**config.mk**
```make
export PLATFORM = sky130hd
export DESIGN_NAME = mbe_front
export DESIGN_NICKNAME = d
export VERILOG_FILES = /design/src/design/mbe_pkg.sv /design/src/design/mbe_front.sv
export SDC_FILE = /design/constraint.sdc
export NUM_CORES = 1
export LEC_CHECK = 0
export BUFFER_PORTS_ARGS = -buffer_cell sky130_fd_sc_hd__clkbuf_2
export CORE_MARGIN = 2
export CORE_UTILIZATION = 35
export DETAILED_ROUTE_END_ITERATION = 12
export PLACE_DENSITY = 0.76
export SLEW_MARGIN = 20
export SYNTH_ARGS = -nofsm -noshare
export SYNTH_HDL_FRONTEND = slang
export SYNTH_SLANG_ARGS = --single-unit
```
**constraint.sdc**
```tcl
create_clock -name clk_i -period 2.5 [get_ports clk_i]
set_input_delay 0.5 -clock clk_i [delete_from_list [all_inputs] [get_ports clk_i]]
set_output_delay 0.5 -clock clk_i [all_outputs]
set_load 0.01 [all_outputs]
```
**src/design/mbe_pkg.sv**
```systemverilog
// shared types and constants for the mandelbrot escape-time block
package mbe_pkg;

  localparam int FRAC_BITS = 28;
  localparam int POINT_W   = 31;
  localparam int ITER_W    = 8;
  localparam int COLOR_W   = 3;
  localparam int ZW        = 33;
  localparam int PW        = 2 * ZW;
  localparam int SUM_W     = PW + 1;

  localparam logic [SUM_W-1:0] ESC_LIMIT = SUM_W'(1) << (2 * FRAC_BITS + 2);

  localparam int IN_TDATA_W  = 64;
  localparam int OUT_TDATA_W = 16;

  localparam int                 PADDR_W       = 3;
  localparam int                 PDATA_W       = 32;
  localparam logic [PADDR_W-1:0] ADDR_MAX_ITER = 3'd0;
  localparam logic [ITER_W-1:0]  MAX_ITER_RST  = 8'd100;

  typedef struct packed {
    logic signed [POINT_W-1:0] re;
    logic signed [POINT_W-1:0] im;
    logic [ITER_W-1:0]         limit;
  } job_t;

  typedef enum logic [1:0] {
    CORE_IDLE,
    CORE_MUL,
    CORE_EVAL,
    CORE_FLUSH
  } core_state_e;

endpackage

```
**src/design/mbe_front.sv**
```systemverilog
// front end: register port, input stage and job tagging with the iteration limit
module mbe_front (
  input  logic                         clk_i,
  input  logic                         rst_ni,
  input  logic                         psel,
  input  logic                         penable,
  input  logic                         pwrite,
  input  logic [mbe_pkg::PADDR_W-1:0]  paddr,
  input  logic [mbe_pkg::PDATA_W-1:0]  pwdata,
  output logic [mbe_pkg::PDATA_W-1:0]  prdata,
  output logic                         pready,
  input  logic                         s_axis_tvalid,
  output logic                         s_axis_tready,
  // point_re [30:0], point_im [61:31], zero pad [63:62]
  input  logic [mbe_pkg::IN_TDATA_W-1:0] s_axis_tdata,
  output logic                         push_o,
  output mbe_pkg::job_t                job_o,
  input  logic                         full_i
);
  import mbe_pkg::*;

  logic [ITER_W-1:0] max_iter_q, max_iter_d;
  logic              slot_valid_q, slot_valid_d;
  job_t              slot_q, slot_d;
  logic              cfg_wr;
  logic              in_xfer;

  assign pready  = 1'b1;
  assign cfg_wr  = psel && penable && pwrite && pready;
  assign prdata  = (paddr == ADDR_MAX_ITER) ? PDATA_W'(max_iter_q) : '0;

  assign push_o        = slot_valid_q && !full_i;
  assign s_axis_tready = !slot_valid_q || push_o;
  assign in_xfer       = s_axis_tvalid && s_axis_tready;
  assign job_o         = slot_q;

  always_comb begin
    max_iter_d   = max_iter_q;
    slot_valid_d = slot_valid_q;
    slot_d       = slot_q;
    if (cfg_wr && (paddr == ADDR_MAX_ITER)) begin
      max_iter_d = pwdata[ITER_W-1:0];
    end
    if (in_xfer) begin
      slot_valid_d = 1'b1;
      slot_d.re    = s_axis_tdata[POINT_W-1:0];
      slot_d.im    = s_axis_tdata[2*POINT_W-1:POINT_W];
      slot_d.limit = max_iter_q;
    end else if (push_o) begin
      slot_valid_d = 1'b0;
    end
  end

  always_ff @(posedge clk_i or negedge rst_ni) begin
    if (!rst_ni) begin
      max_iter_q   <= MAX_ITER_RST;
      slot_valid_q <= 1'b0;
    end else begin
      max_iter_q   <= max_iter_d;
      slot_valid_q <= slot_valid_d;
    end
  end

  always_ff @(posedge clk_i) begin
    slot_q <= slot_d;
  end

endmodule

```
=== Word level (Yosys, flattened, before mapping) ===
Index checks and enable logic that the tools add are counted.

* Multiplexer cells: 3
* Reduce and logical (&&, ||, !) cells: 10

{| class="wikitable"
|+ Operator list
! kind !! number
|-
| $mux 8 || 1
|-
| $logic_and 1x1->1 || 5
|-
| $logic_not 3->1 || 1
|-
| $logic_not 1->1 || 2
|-
| $mux 1 || 2
|-
| $reduce_bool 2->1 || 1
|-
| $logic_or 1x1->1 || 1
|}

* Output and inout bits: 105
* Input port bits: 106
* Word-level logic and storage cells: 18
* Bits in registers: 79

=== Depth between registers and ports, before layout ===
* Depth after elaboration: 5
* Depth in mapped cells: 4
* Depth with buffers taken out: 3

=== Worst setup path before layout ===
Ideal clock, no wire load.

* Path type: input -> register
* Start point: input full_i
* End point: register slot_q, in the netlist job_o[0] (enable)
* Required time: 2.064 ns
* Path buffers: 0
* Slack: -0.246 ns
* Stages on the path: 2
* Setup time: 0.436 ns
* Arrival: 2.310 ns
* Path through: nand2_1 > and2_1

* Longest elaborated chain between the ends: 4

{| class="wikitable"
|+ RTL lines
! element !! line !! text
|-
| start, declared || mbe_front.sv:18 || <nowiki>input logic full_i</nowiki>
|-
| $logic_not 1->1 || mbe_front.sv:32 || <nowiki>assign push_o = slot_valid_q && !full_i;</nowiki>
|-
| $logic_and 1x1->1 || mbe_front.sv:32 ||
|-
| $logic_or 1x1->1 || mbe_front.sv:33 || <nowiki>assign s_axis_tready = !slot_valid_q || push_o;</nowiki>
|-
| $logic_and 1x1->1 || mbe_front.sv:34 || <nowiki>assign in_xfer = s_axis_tvalid && s_axis_tready;</nowiki>
|-
| named net in_xfer || mbe_front.sv:26 || <nowiki>logic in_xfer;</nowiki>
|-
| end signal, assigned || mbe_front.sv:65 || <nowiki>slot_q <= slot_d;</nowiki>
|-
| end, declared || mbe_front.sv:24 || <nowiki>job_t slot_q, slot_d;</nowiki>
|}

The timed path passes the listed nets, and every way through them passes these cells.
A chain may end at the register's enable or synchronous reset.

=== Worst setup path after layout ===
* Start point: input paddr[1] in the netlist's numbering
* End point: output prdata[6] in the netlist's numbering

* Longest elaborated chain between the ends: 2

{| class="wikitable"
|+ RTL lines
! element !! line !! text
|-
| start, declared || mbe_front.sv:8 || <nowiki>input logic [mbe_pkg::PADDR_W-1:0] paddr,</nowiki>
|-
| $logic_not 3->1 || mbe_front.sv:30 || <nowiki>assign prdata = (paddr == ADDR_MAX_ITER) ? PDATA_W'(max_iter_q) : '0;</nowiki>
|-
| $mux 8 || mbe_front.sv:30 ||
|-
| end, declared || mbe_front.sv:10 || <nowiki>output logic [mbe_pkg::PDATA_W-1:0] prdata,</nowiki>
|}

No other way between the ends.

==> qor.txt <==
CTS max path bufs - 2
Die area - 8660 um^2
Final setup vio count - 0
Fillers - 684
CP max FO - 9
Worst-Skew Late Latency - 350 ps
Final period utilization - 0.679
Routability congestion estimate - 0.632
Static leakage - 1.74 nW
Post-Synthesis Cells - 129
Worst path cell trace - clkbuf_2 > nor3_4 > and2_2 > clkbuf_2
CP max stage cell - nor3_4
Clock group share of total power - 0.361
Sequential Power Share - 0.545
Crit path top cell by count - clkbuf_2
Final net count - 404
Ys Warns - 0
Post-CTS sizing - 0
Min Tclk post-route - 1700 ps
GRT Overall Usage - 0.123
Via-per-instance ratio - 4.01
HP Class - in2reg
Rows - 32
Hpwl dp - 4100 um
Worst Path Buf+Inv - 2
Post-DRT Antenna Nets - 0
WS Path Type - in2out
Seq/Total Area, Yosys - 0.840
Yosys reg bits - 79
Setup TNS - 0 ps
DRT iter0 DRCs - 43
Delay of the slowest cell on the worst path - 280 ps
# DRC - 0
Vias in the first global route - 1564
Area of the core - 7690 um^2
Max-cap violations - 0
H-tree depth - 3
Number of CTS-inserted buffers - 9
Commonest non-fill, non-tap cell in the layout - clkbuf_2
TritonCTS Sinks - 79
Initial Utilization - 0.361
Avg Inst Size Synth - 21.5 um^2
Gr ovfl total - 0
CP startpoint kind - primary input
Die X-Extent - 93.1 um
Largest net degree at the start of global routing - 71
Net switching power - 0.000659 W
Comb pwr share - 0.093
WP data required - 2000 ps
Fin. max-slew vios - 0
DP Cell Count - 388
Cell Area, Synth - 2780 um^2
Commonest cells after routing, fill and taps aside - 159 x clkbuf_2, 70 x edfxtp_1, 25 x conb_1, 9 x and2_2, 9 x clkbuf_8
CP top delay family - simple AND/OR/NAND/NOR gates
Wire per inst - 13.2 um
Cell variety after synth - 14
RSZ-0062 raised after global routing - no
Routed WL - 5350 um
Power Density - 762 nW/um^2
First-pass GRT wire length - 7730 um
Crit path DAT - 1200 ps
Antenna violations before repair - 1
Outcome - finished clean
Post-route insts no fill - 406
Peak Freq - 589 MHz
VDD IR max - 0.359 mV
Setup crit end kind - primary output
Die H - 93.1 um
CTS clk-pin slew, worst paths - 90 ps
Buffers on Ports - 159
Root buffer cell - clkbuf_8
Total number of vias - 1630
Final Hold Vio Count - 0
Internal power - 0.00227 W
CTS tree - built
Pre-antenna DRT Iters - 4
Sw Share - 0.225
Num ports - 211
Layout cells sized above 1 - 0.653
Area delta synth->final - 38.3%
Clock Skews - 5.98 ps
[per-stage QoR]
step	hold slack (ps)	power (W)	util	instance area, um^2	setup WS (ps)
after floorplan	204	0.00178	-	2860	521
after global placement	360	0.00189	0.468	3600	807
after detailed placement	367	0.00190	0.468	3600	779
after CTS	299	0.00297	0.499	3840	776
after global routing	291	0.00306	0.499	3840	704
final	320	0.00293	0.500	3840	802
[routing by layer]
metal | vias up | global-route usage | routed length, um
li1 | 764 | - | -
met1 | 759 | 0.136 | 1910
met2 | 99 | 0.196 | 2760
met3 | 8 | 0.0637 | 587
met4 | 0 | 0.0588 | 91
met5 | - | 0 | 0
[flip-flops by register name, summed over array words and instances, names as in the netlist]
name and flops:
job_o 70, max_iter_q 8, slot_valid_q 1
[cells by family (layout without fill, tap and decap cells)]
family                 after synthesis  after routing  share of synthesized area
AND/OR/NAND/NOR                     14             14                     0.0397
flip-flops                          79             79                      0.840
buffers and inverters               26            177                     0.0748
multiplexers                         8              8                     0.0433
other                                2             26                    0.00270
[final timing paths]
check | end | slack (ps) | from | cells after the start
worst max register to register | job_o[4] | 1160 | slot_valid_q | 3
min in group asynchronous | slot_valid_q | 550 | rst_ni | 2
worst min-delay path | job_o[35] | 320 | s_axis_tdata[58] | 1
worst min register to register | job_o[1] | 480 | max_iter_q[1] | 0
worst max-delay path | prdata[6] | 800 | paddr[1] | 4
max in group asynchronous | max_iter_q[5] | 1700 | rst_ni | 2
[synthesized netlist by cell type, drive strengths merged]
| cell type | count | share of area |
|---|---|---|
| edfxtp | 70 | 0.76 |
| buf | 26 | 0.075 |
| and2 | 9 | 0.024 |
| mux2 | 8 | 0.043 |
| dfrtp | 6 | 0.054 |
| dfstp | 3 | 0.028 |
| conb | 2 | 0.0027 |
| and4 | 1 | 0.0041 |
| nand2 | 1 | 0.0014 |
| nand2b | 1 | 0.0023 |
| nor2b | 1 | 0.0023 |
| nor3 | 1 | 0.0059 |
[area by class of cell]
cell class                 count  area [um^2]  share of cell area
sequential                    79         2330               0.607
timing repair buffer         161          826               0.215
multi-input combinational     47          325              0.0847
tap                          102          128              0.0332
clock buffer                   9          124              0.0323
clock inverter                 7          104              0.0270
antenna                        1         2.50            0.000652
[power by group through the flow]
stage	Sequential, W	Clock, W	Combinational, W
2_1_floorplan	0.00166	0	0.000117
3_3_place_gp	0.00162	0	0.000271
3_5_place_dp	0.00163	0	0.000277
4_1_cts	0.00160	0.00109	0.000279
5_1_grt	0.00161	0.00115	0.000300
6_report	0.00160	0.00106	0.000274
[what timing repair did]
item / 4_1_cts / 5_1_grt
hold endpoints to repair: 6 / 0
setup buffers: 0 / 0
hold buffers: 1 / 0
setup endpoints to repair: 0 / 0
Power figures use the tool's default switching activity.
