==> src/design/mbe_pkg.sv <==
// shared types and constants for the mandelbrot escape-time block
package mbe_pkg;

  localparam int FRAC_BITS = 28;
  localparam int POINT_W   = 31;
  localparam int ITER_W    = 8;
  localparam int COLOR_W   = 3;
  localparam int ZW        = 33;
  localparam int PW        = 2 * ZW;
  localparam int SUM_W     = PW + 1;

  localparam logic [SUM_W-1:0] ESC_LIMIT = SUM_W'(1) << (2 * FRAC_BITS + 2);

  localparam int IN_TDATA_W  = 64;
  localparam int OUT_TDATA_W = 16;

  localparam int                 PADDR_W       = 3;
  localparam int                 PDATA_W       = 32;
  localparam logic [PADDR_W-1:0] ADDR_MAX_ITER = 3'd0;
  localparam logic [ITER_W-1:0]  MAX_ITER_RST  = 8'd100;

  typedef struct packed {
    logic signed [POINT_W-1:0] re;
    logic signed [POINT_W-1:0] im;
    logic [ITER_W-1:0]         limit;
  } job_t;

  typedef enum logic [1:0] {
    CORE_IDLE,
    CORE_MUL,
    CORE_EVAL,
    CORE_FLUSH
  } core_state_e;

endpackage

==> src/design/mbe_queue.sv <==
// small job queue between the front end and the iteration core
module mbe_queue #(
  parameter int DEPTH = 2
) (
  input  logic          clk_i,
  input  logic          rst_ni,
  input  logic          push_i,
  input  mbe_pkg::job_t job_i,
  output logic          full_o,
  input  logic          pop_i,
  output logic          valid_o,
  output mbe_pkg::job_t job_o
);
  import mbe_pkg::*;

  localparam int PTR_W = (DEPTH > 1) ? $clog2(DEPTH) : 1;
  localparam int CNT_W = $clog2(DEPTH + 1);

  job_t             mem_q [DEPTH];
  logic [PTR_W-1:0] wr_ptr_q, rd_ptr_q;
  logic [CNT_W-1:0] count_q;

  function automatic logic [PTR_W-1:0] ptr_inc(input logic [PTR_W-1:0] p);
    return (p == PTR_W'(DEPTH - 1)) ? '0 : p + PTR_W'(1);
  endfunction

  assign full_o  = (count_q == CNT_W'(DEPTH));
  assign valid_o = (count_q != '0);
  assign job_o   = mem_q[rd_ptr_q];

  always_ff @(posedge clk_i or negedge rst_ni) begin
    if (!rst_ni) begin
      wr_ptr_q <= '0;
      rd_ptr_q <= '0;
      count_q  <= '0;
    end else begin
      if (push_i) wr_ptr_q <= ptr_inc(wr_ptr_q);
      if (pop_i)  rd_ptr_q <= ptr_inc(rd_ptr_q);
      unique case ({push_i, pop_i})
        2'b10:   count_q <= count_q + CNT_W'(1);
        2'b01:   count_q <= count_q - CNT_W'(1);
        default: count_q <= count_q;
      endcase
    end
  end

  always_ff @(posedge clk_i) begin
    if (push_i) mem_q[wr_ptr_q] <= job_i;
  end

  a_no_overflow: assert property (@(posedge clk_i) disable iff (!rst_ni)
    (push_i && !pop_i) |-> (count_q != CNT_W'(DEPTH)))
    else $error("queue written while full");

  a_no_underflow: assert property (@(posedge clk_i) disable iff (!rst_ni)
    pop_i |-> (count_q != '0))
    else $error("queue read while empty");

endmodule

==> config.mk <==
export PLATFORM = sky130hd
export DESIGN_NAME = mbe_queue
export DESIGN_NICKNAME = d
export VERILOG_FILES = /design/src/design/mbe_pkg.sv /design/src/design/mbe_queue.sv
export SDC_FILE = /design/constraint.sdc
export NUM_CORES = 1
export LEC_CHECK = 0
export BUFFER_PORTS_ARGS = -buffer_cell sky130_fd_sc_hd__buf_2
export CAP_MARGIN = 40
export CORE_MARGIN = 1.5
export CORE_UTILIZATION = 55
export DETAILED_ROUTE_END_ITERATION = 10
export PLACE_DENSITY = 0.91
export RECOVER_POWER = 25
export SLEW_MARGIN = 0
export SYNTH_ARGS = -nofsm -noshare
export SYNTH_HDL_FRONTEND = slang
export SYNTH_SLANG_ARGS = --single-unit
export TNS_END_PERCENT = 1
==> constraint.sdc <==
create_clock -name clk_i -period 6 [get_ports clk_i]
set_clock_uncertainty 0.1 [all_clocks]
set_input_delay 0.9 -clock clk_i [delete_from_list [all_inputs] [get_ports clk_i]]
set_output_delay 0.9 -clock clk_i [all_outputs]
set_load 0.05 [all_outputs]
# After elaboration in Yosys (flattened, before gate mapping)
# Memory sizes are Yosys's and may differ from the RTL's.
# Cells that the tools add are included.
dict set report classes {
  n_mux 5
  eq_ne 3
  n_reduce_logical 2
  addsub 4
}
# operator n
set op_table {}
lappend op_table {{== test 2 bit (second input constant)} 2}
lappend op_table {{two-way mux 1 bit} 4}
lappend op_table {{case mux 2 bit (2 select lines)} 1}
lappend op_table {{nonzero test 2 bit} 2}
lappend op_table {{adder 1 bit (second input constant)} 2}
lappend op_table {{adder 2 x 1 -> 2 bit (second input constant)} 1}
lappend op_table {{== test 2 x 1 -> 1 bit (second input constant)} 1}
lappend op_table {{subtractor 2 x 1 -> 2 bit (second input constant)} 1}
dict set report word_totals {
  wordCells 18
  reg_bits 4
  memories 1
  output_inout_bits 72
  ramBits 140
  inputBits 74
}
# memory depth width read_ports rd_ports_with_merged_regs write_ports line_no
set memory_table {}
lappend memory_table {mem_q 2 70 1 0 1 mbe_queue.sv:19} ;# job_t mem_q [DEPTH];

# Logic depth before layout (Yosys ltp)
# Gate-level depths: netlist of the first run.
dict set report logic_depth {
  ltp_word 2
  mapped_depth 5
  mapped_depth_nobuf 5
}

# Worst setup path after synthesis of the first run
# OpenSTA, ideal clock, no wires.
dict set report synth_path {
  kind {input -> register}
  start {input port push_i}
  end {memory mem_q[0][0] in the netlist's numbering (enable)}
  setup_slack_ns 1.506
  setup_ns 0.500
  t_arrival_ns 3.894
  cell_stages 2
  path_cell_list {inv_1 > nor2_1}
}
dict set report synth_between {
  elab_chain_len 2
}
# element line_no
set synth_lines {}
lappend synth_lines {{start, declared} mbe_queue.sv:7} ;# input logic push_i,
lappend synth_lines {{two-way mux 1 bit} mbe_queue.sv:48} ;# if (push_i) mem_q[wr_ptr_q] <= job_i;
lappend synth_lines {{two-way mux 1 bit (not written as such)} mbe_queue.sv:48}
lappend synth_lines {{end, declared} mbe_queue.sv:19}
# Every way passes these cells.

==> results.sh, run 1 <==
export IMPL_post_cts_buffers=0
export IMPL_die_height_um=103.8
export IMPL_io_buffers=145
export IMPL_seq_area_frac_synth_pct=77.01
export IMPL_synth_seq_cells=144
export IMPL_critPathLaunchType="register"
export IMPL_syn_area_per_cell_um2=23.89
export IMPL_grt_overflow_total=0
export IMPL_cts_resized=0
export IMPL_dieWidth_um=103.8
export IMPL_syn_area_um2=5589
export IMPL_groute_usage_overall_pct=17.99
export IMPL_cts_inserted_buffers=17
export IMPL_synth_cells=234
export IMPL_maxSlewHeadroom_pct=47.05
export IMPL_dpl_hpwl_mm=6.168
export IMPL_cpPeakStageDelay_ns=0.90
export IMPL_rsz0062_at_grt="no"
export IMPL_synth_enable_flop_cells=140
export IMPL_clock_path_buffers=2
export IMPL_synth_cell_type_count=14
export IMPL_slowest_stage="dfrtp_4"
export IMPL_grt_pass1_vias=2810
export IMPL_clk_latency_ns=0.51
export IMPL_cp_cell_sequence="buf_4, mux2_2, buf_2"
export IMPL_async_reset_ff_share_pct=2.778
export IMPL_ir_drop_v=0.0004253
export IMPL_crit_type="reg2out"
export IMPL_instances_no_fill=539
export IMPL_cp_required_ns=5.00
export IMPL_grt_max_degree=45
export IMPL_p_per_area_nw_per_um2=584.2
export IMPL_first_pass_iters=4
export IMPL_crit_arrival_ns=2.69
export IMPL_grt_pass1_wl_mm=14.12
export IMPL_cts_root_buf="clkbuf_8"
export IMPL_ioPinCount=146
export IMPL_syn2layout_area_growth_pct=24.36
export IMPL_tightest_slew_ns=0.7923
export IMPL_multi_input_area_um2=1140
export IMPL_reg2reg_from="wr_ptr_q"
export IMPL_diodes=0
export IMPL_cts_tree="yes"
export IMPL_fin_crit_sh_pct=61.53
export IMPL_ant_nets=0
export IMPL_path_buf_inv=2
export IMPL_crit_fanout=38
export IMPL_max_cap_violations=0
export IMPL_register_area_um2=4308
export IMPL_rows=36
export IMPL_layout_nets=468
export IMPL_leakage_nw=2.826
export IMPL_fmax_mhz=270.9
export IMPL_startpoint="rd_ptr_q"
export IMPL_cts_sinks=144
export IMPL_final_setup_tns_ns=0
export IMPL_synth_nets=309
export IMPL_ys_flop_type="edfxtp_1"
export IMPL_layout_drive_gt1_share_pct=59.85
export IMPL_antenna_found_initial=0
export IMPL_hold_class="in2async"
export IMPL_place_gp_congestion=0.7153
export IMPL_hold_buffers=0
export IMPL_clkTransAtPathRegs_ns=0.06
export IMPL_drc=0
export IMPL_hold_viol=0
export IMPL_htreeDepth=4
export IMPL_p_total_mw=4.060
export IMPL_setup_viol=0
export IMPL_final_common_cell="edfxtp_1"
export IMPL_drtIter0Drc=108
export IMPL_core_area_um2=9819
export IMPL_crit_family="flip-flops"
export IMPL_crit_path_end_kind="output port"
export IMPL_report_final_slew_viol_count=0
export IMPL_dieArea_um2=10780
export IMPL_initial_core_util_pct=56.92
export IMPL_numPlacedInstances=507
export IMPL_totalWireLength_mm=9.521
export IMPL_ys_warn_count=0
export IMPL_final_cell_mix="140 x edfxtp_1, 137 x buf_2, 69 x mux2_4, 16 x clkbuf_16, 9 x clkbuf_1"
export IMPL_n_fill_cell=649
export IMPL_status="finished, final reports clean"
export IMPL_period_minus_slack_ns=3.692
export IMPL_route_vias_total=2716
export IMPL_final_util_pct=70.78
export IMPL_detail_route_wl_per_cell_um=17.66
export IMPL_via_per_inst=5.039
synth_stat cells, types with 2 or more instances:
| cell type | count | area (um^2) |
|---|---|---|
| buf_12 | 7 | 140.1 |
| edfxtp_1 | 140 | 4204 |
| dfrtp_1 | 4 | 100.1 |
| xnor2_1 | 2 | 17.52 |
| xor2_1 | 3 | 26.28 |
| nor2_1 | 2 | 7.510 |
| mux2_4 | 69 | 1036 |
metal layers:
| metal | global-route usage, % | wire (um) |
|---|---|---|
| met5 | 0 | 0 |
| met2 | 31.03 | 4998 |
| met1 | 19.59 | 3719 |
| met3 | 5.853 | 558 |
| met4 | 9.921 | 245 |
cell type report:
cell class | instances | share of cell area (%)
clock inverter | 14 | 2.358
multi-input combinational | 81 | 16.40
tap | 133 | 2.394
clock buffer | 18 | 6.013
inverter | 1 | 0.05401
timing repair buffer | 148 | 10.80
sequential | 144 | 61.98
worst reg2reg max path, stage by stage, from the launching register on:
cell and delay, ns:
dfrtp_1 0.44, nor2_4 0.65, buf_4 0.62
flip-flops by register name, summed over array words and instances, names as in the netlist:
register / cells
count_q: 2
mem_q: 140
rd_ptr_q: 1
wr_ptr_q: 1
path summary, 6_finish.rpt:
kind	to	slack (ns)	cells past startpoint
min reg2reg	count_q[1]	0.39	1
max	job_o[49]	2.31	3
max reg2reg	mem_q[0][37]	3.80	2
max in group asynchronous	rd_ptr_q	5.47	1
min in group clk_i	count_q[1]	0.39	1
min	count_q[1]	0.11	1
power breakdown:
group,switching (mW),total (mW),internal (mW)
clock network,0.385,1.02,0.632
registers,0.129,1.47,1.34
logic,1.05,1.58,0.521
logic make-up after synthesis:
kind of cell / Yosys count / synth area share, %
and+or+nand+nor: 5 / 0.4704
muxes: 70 / 18.74
DFF: 144 / 77.01
xor gates and xnor gates: 5 / 0.7837
adders and majority gates: 1 / 0.2238
buffers and inverters: 9 / 2.776
per-stage QoR:
stage               hold WS (ns)  setup WS (ns)  area [um^2]
floorplan                 0.3474          1.506         5589
global placement          0.3624          2.860         6359
detailed placement        0.3737          2.828         6379
CTS                      0.06142          2.275         6960
global route              0.1012          2.202         6950
finish                    0.1115          2.308         6950
Power figures use the tool's default switching activity.
==> run 2, diff against run 1 <==
Settings changed: CORE_UTILIZATION 55 to 47, PLACE_DENSITY 0.91 to 0.83.
Clock period 6 ns to 3.15 ns, I/O delays scaled along.
==> run 2 against run 1 <==
Effect of this change: register-to-register slack got worse by 2.3 ns; design area rose by 1.4%; combinational power rose by 94%; cell count rose by 2.8%; the run now ends with design-rule violations left; critical path depth did not move; global-route usage fell by 3.3 points; first-iteration DRC count rose by 9.3%; critical endpoint is now job_o[47]; critical path type unchanged; clock-buffer cell count did not move; core utilization fell by 9.6 points.
==> results.sh, run 2 (synthesis gave the netlist of run 1 again) <==
export IMPL_io_buffers=145
export IMPL_path_buf_inv=2
export IMPL_cpPeakStageDelay_ns=0.73
export IMPL_dieWidth_um=112.1
export IMPL_crit_fanout=25
export IMPL_antenna_found_initial=2
export IMPL_post_cts_buffers=0
export IMPL_cts_tree="yes"
export IMPL_dpl_hpwl_mm=5.967
export IMPL_critPathLaunchType="register"
export IMPL_whs_path_depth=1
export IMPL_slowest_stage="dfrtp_4"
export IMPL_top_register="mem_q"
export IMPL_cp_cell_sequence="buf_4, mux2_4, buf_2"
export IMPL_hold_viol=0
export IMPL_dieArea_um2=12560
export IMPL_clkPwrFrac_pct=26.4
export IMPL_cp_required_ns=2.58
export IMPL_leakage_nw=2.857
export IMPL_grt_pass1_vias=2716
export IMPL_final_setup_tns_ns=0
export IMPL_grt_max_degree=37
export IMPL_top_regs="mem_q: 140 flops, count_q: 2 flops"
export IMPL_reg2reg_from="wr_ptr_q"
export IMPL_clock_path_buffers=2
export IMPL_largest_reg_flops=140
export IMPL_period_minus_slack_ns=2.638
export IMPL_rsz0062_at_grt="no"
export IMPL_power_share_switching_pct=37.18
export IMPL_hold_buffers=1
export IMPL_cts_root_buf="clkbuf_16"
export IMPL_reg2reg_to="mem_q[1][68]"
export IMPL_switchingPower_mw=2.930
export IMPL_min_to="mem_q[1][1]"
export IMPL_drc=36
export IMPL_rows=39
export IMPL_report_final_slew_viol_count=0
export IMPL_status="finished with violations"
export IMPL_ir_drop_v=0.0008289
export IMPL_holdWs_ns=0.1483
export IMPL_cts_inserted_buffers=17
export IMPL_p_seq_share_pct=34.8
export IMPL_combPwrFrac_pct=38.8
export IMPL_clk_latency_ns=0.41
export IMPL_ant_nets=0
export IMPL_totalWireLength_mm=8.922
export IMPL_crit_path_end_kind="output port"
export IMPL_final_common_cell="edfxtp_1"
export IMPL_setup_viol=0
export IMPL_clkTransAtPathRegs_ns=0.05
export IMPL_crit_arrival_ns=2.07
export IMPL_fin_crit_sh_pct=83.76
export IMPL_rrSetupSlack_ns=1.49
export IMPL_first_pass_iters=7
export IMPL_detail_route_wl_per_cell_um=16.10
export IMPL_htreeDepth=4
export IMPL_route_vias_total=2669
export IMPL_core_area_um2=11520
export IMPL_cts_resized=0
export IMPL_hold_class="in2reg"
export IMPL_min_from="job_i[1]"
export IMPL_final_cell_mix="140 x edfxtp_1, 136 x buf_2, 69 x mux2_4, 17 x clkbuf_16, 10 x clkbuf_1"
export IMPL_maxSlewHeadroom_pct=65.78
export IMPL_syn2layout_area_growth_pct=26.08
export IMPL_grt_pass1_wl_mm=13.50
export IMPL_rr_worst_depth=2
export IMPL_max_cap_violations=0
export IMPL_crit_family="flip-flops"
export IMPL_intPower_mw=4.950
export IMPL_p_per_area_nw_per_um2=1118
export IMPL_fmax_mhz=379.0
export IMPL_layout_drive_gt1_share_pct=59.17
export IMPL_cts_sinks=144
export IMPL_tightest_slew_ns=0.5133
export IMPL_crit_type="reg2out"
export IMPL_layout_nets=471
export IMPL_drtIter0Drc=118
export IMPL_die_height_um=112.1
export IMPL_via_per_inst=4.818
export IMPL_violations="design-rule violations"
export IMPL_ioPinCount=146
export IMPL_grt_overflow_total=0
export IMPL_place_gp_congestion=0.6855
export IMPL_initial_core_util_pct=48.53
export IMPL_groute_usage_overall_pct=14.69
[run 2: area by class of cell]
type,instances,area (um^2)
clock buffer,18,429.2
fill,845,4469
antenna,2,5.005
clock inverter,14,195.2
multi-input combinational,81,1140
sequential,144,4308
tap,143,178.9
timing repair buffer,151,787.0
inverter,1,3.754
[run 2: power by group through the flow]
stage	registers, mW	logic [mW]	clock network, mW
floorplan	2.68	2.78	0
global placement	2.77	3.04	0
detailed placement	2.79	3.09	0
CTS	2.75	3.09	2.13
global route	2.78	3.17	2.19
finish	2.74	3.06	2.08
[run 2: worst max-delay path by stage]
stage              from           to  slack [ns]  cells past startpoint
2_1_floorplan    push_i  mem_q[0][0]        0.30                      2
3_3_place_gp   rd_ptr_q    job_o[43]        0.94                      3
3_5_place_dp   rd_ptr_q    job_o[46]        0.92                      3
4_1_cts        rd_ptr_q    job_o[46]        0.47                      3
5_1_grt        rd_ptr_q    job_o[46]        0.43                      3
6_report       rd_ptr_q    job_o[47]        0.51                      3
[run 2: metrics by stage]
step | std cells | total power, mW | cell area, um^2 | utilization (%) | setup WS, ns
after floorplan | 234 | 5.458 | 5592 | - | 0.2978
after global routing | 552 | 8.143 | 7042 | 61.15 | 0.4287
after detailed placement | 519 | 5.872 | 6419 | 55.74 | 0.9187
after global placement | 518 | 5.814 | 6399 | 55.56 | 0.9441
after CTS | 552 | 7.972 | 7053 | 61.25 | 0.4656
final | 554 | 7.880 | 7047 | 61.19 | 0.5116
[run 2: routing by layer]
metal	part of all wire [%]	track usage, %	vias to the layer above
met3	8.1	6.803	10
met5	0	0	-
met1	41	16.14	1305
met2	49	24.44	102
met4	1.3	6.920	0
li1	-	-	1252
==> run 3, diff against run 2 <==
Clock period 3.15 ns to 2.2 ns, I/O delays scaled along.
==> run 3 against run 2 <==
Effect of this change: the run still ends with design-rule violations left; sequential cell count did not move; register-to-register slack worse by 0.79 ns; worst hold slack worse by 0.13 ns; non-clock buffer count rose by 18; critical endpoint is now job_o[21]; largest power group unchanged.
==> results.sh, run 3 (synthesis gave the netlist of run 1 again) <==
export IMPL_top_register="mem_q"
export IMPL_fmax_mhz=469.0
export IMPL_cp_cell_sequence="buf_12, mux2_4, buf_2"
export IMPL_path_depth=3
export IMPL_grt_use_met2_pct=26.71
export IMPL_die_height_um=112.1
export IMPL_hold_viol=0
export IMPL_drc=11
export IMPL_cts_root_buf="clkbuf_16"
export IMPL_cp_required_ns=1.77
export IMPL_crit_fanout=16
export IMPL_clock_path_buffers=2
export IMPL_path_buf_inv=2
export IMPL_place_gp_congestion=0.7464
export IMPL_initial_core_util_pct=48.53
export IMPL_cts_resized=0
export IMPL_syn2layout_area_growth_pct=28.21
export IMPL_layout_drive_gt1_share_pct=54.80
export IMPL_min_from="job_i[12]"
export IMPL_grt_pass1_vias=2828
export IMPL_grt_pass1_wl_mm=13.96
export IMPL_cts_sinks=144
export IMPL_tightest_slew_ns=0.5435
export IMPL_clk_latency_ns=0.40
export IMPL_clkTransAtPathRegs_ns=0.06
export IMPL_final_common_cell="edfxtp_1"
export IMPL_io_buffers=145
export IMPL_grtUsageMet3_pct=5.184
export IMPL_hold_class="in2reg"
export IMPL_max_cap_violations=0
export IMPL_rrSetupSlack_ns=0.70
export IMPL_groute_usage_overall_pct=14.92
export IMPL_period_minus_slack_ns=2.132
export IMPL_rr_worst_depth=2
export IMPL_antenna_found_initial=0
export IMPL_dieWidth_um=112.1
export IMPL_holdWs_ns=0.02197
export IMPL_drtIter0Drc=98
export IMPL_core_area_um2=11520
export IMPL_rows=39
export IMPL_ioPinCount=146
export IMPL_final_cell_mix="140 x edfxtp_1, 116 x buf_2, 69 x mux2_4, 30 x clkbuf_1, 17 x clkbuf_16"
export IMPL_crit_end="job_o[21]"
export IMPL_startpoint="rd_ptr_q"
export IMPL_top_regs="mem_q: 140 flops, count_q: 2 flops"
export IMPL_ir_drop_v=0.001080
export IMPL_largest_reg_flops=140
export IMPL_dpl_hpwl_mm=6.163
export IMPL_final_setup_tns_ns=0
export IMPL_violations="design-rule violations"
export IMPL_p_per_area_nw_per_um2=1577
export IMPL_first_pass_iters=8
export IMPL_cts_tree="yes"
export IMPL_leakage_nw=2.875
export IMPL_grt_max_degree=42
export IMPL_reg2reg_to="mem_q[0][66]"
export IMPL_ant_nets=0
export IMPL_grtUsageMet1_pct=16.50
export IMPL_report_final_slew_viol_count=0
export IMPL_totalWireLength_mm=9.294
export IMPL_layout_nets=489
export IMPL_htreeDepth=4
export IMPL_crit_type="reg2out"
export IMPL_top_usage_layer="met2"
export IMPL_status="finished with violations"
export IMPL_crit_arrival_ns=1.70
export IMPL_diodes=0
export IMPL_grt_overflow_total=0
export IMPL_crit_path_end_kind="output port"
export IMPL_critPathLaunchType="register"
export IMPL_route_vias_total=2730
export IMPL_reg2reg_from="wr_ptr_q"
export IMPL_detail_route_wl_per_cell_um=16.31
export IMPL_setup_viol=0
export IMPL_dieArea_um2=12560
export IMPL_maxSlewHeadroom_pct=63.77
export IMPL_via_per_inst=4.789
export IMPL_crit_family="flip-flops"
export IMPL_fin_crit_sh_pct=96.91
export IMPL_rsz0062_at_grt="no"
export IMPL_cpPeakStageDelay_ns=0.58
export IMPL_cts_inserted_buffers=17
export IMPL_slowest_stage="dfrtp_4"
==> run 3: changes by cell type in the layout (fill, tap and decap cells not counted), sizes merged <==
cell | before | now
clkbuf | 27 | 47
buf | 141 | 130
dlygate4sd3 | 1 | 10
bufinv | 5 | 3
diode | 2 | 0
clkinvlp | 2 | 3
inv | 1 | 2
==> run 3: worst register-to-register path: stages, from the launching register on <==
cell and delay (ns):
dfrtp_1 0.43, nor2_4 0.12, buf_4 0.45
==> run 3: layout make-up <==
class / instances / area (um^2)
multi-input combinational: 81 / 1140
clock inverter: 14 / 166.4
sequential: 144 / 4308
timing repair buffer: 169 / 939.7
tap: 143 / 178.9
inverter: 1 / 3.754
fill: 831 / 4350
clock buffer: 18 / 429.2
==> run 3: report_power, final <==
part / switching [mW] / internal, mW
registers: 0.205 / 3.65
logic: 3.03 / 1.58
clock network: 1.05 / 1.78
==> run 3: worst min-delay path by stage <==
stage	to	depth (start not counted)
after floorplan	count_q[0]	0
after global placement	wr_ptr_q	1
after detailed placement	wr_ptr_q	1
after CTS	mem_q[1][55]	1
after global routing	mem_q[1][12]	1
final	mem_q[1][12]	1
==> run 3: metal layers <==
layer,up-vias,part of all wire (%)
met4,0,1.4
met5,-,0
met2,91,53
met1,1350,40
met3,9,5.7
li1,1280,-
==> run 3: through the flow <==
stage                     power, mW  cells  instance area (um^2)  setup WS, ns  util, %
after CTS                     11.40    562                  7122       0.03628    61.84
after floorplan               7.811    234                  5597       -0.4019        -
after global routing          11.71    570                  7166      0.007452    62.22
after detailed placement      8.491    525                  6476        0.2943    56.24
after global placement        8.417    525                  6476        0.3185    56.24
final                         11.30    570                  7166       0.06789    62.22
==> run 3: repair_timing <==
| action | in CTS | in global routing |
|---|---|---|
| buffers inserted | 3 | 0 |
| hold buffers | 2 | 8 |
| endpoints found under the hold margin | 6 | 15 |
| setup endpoints to repair | 56 | 0 |
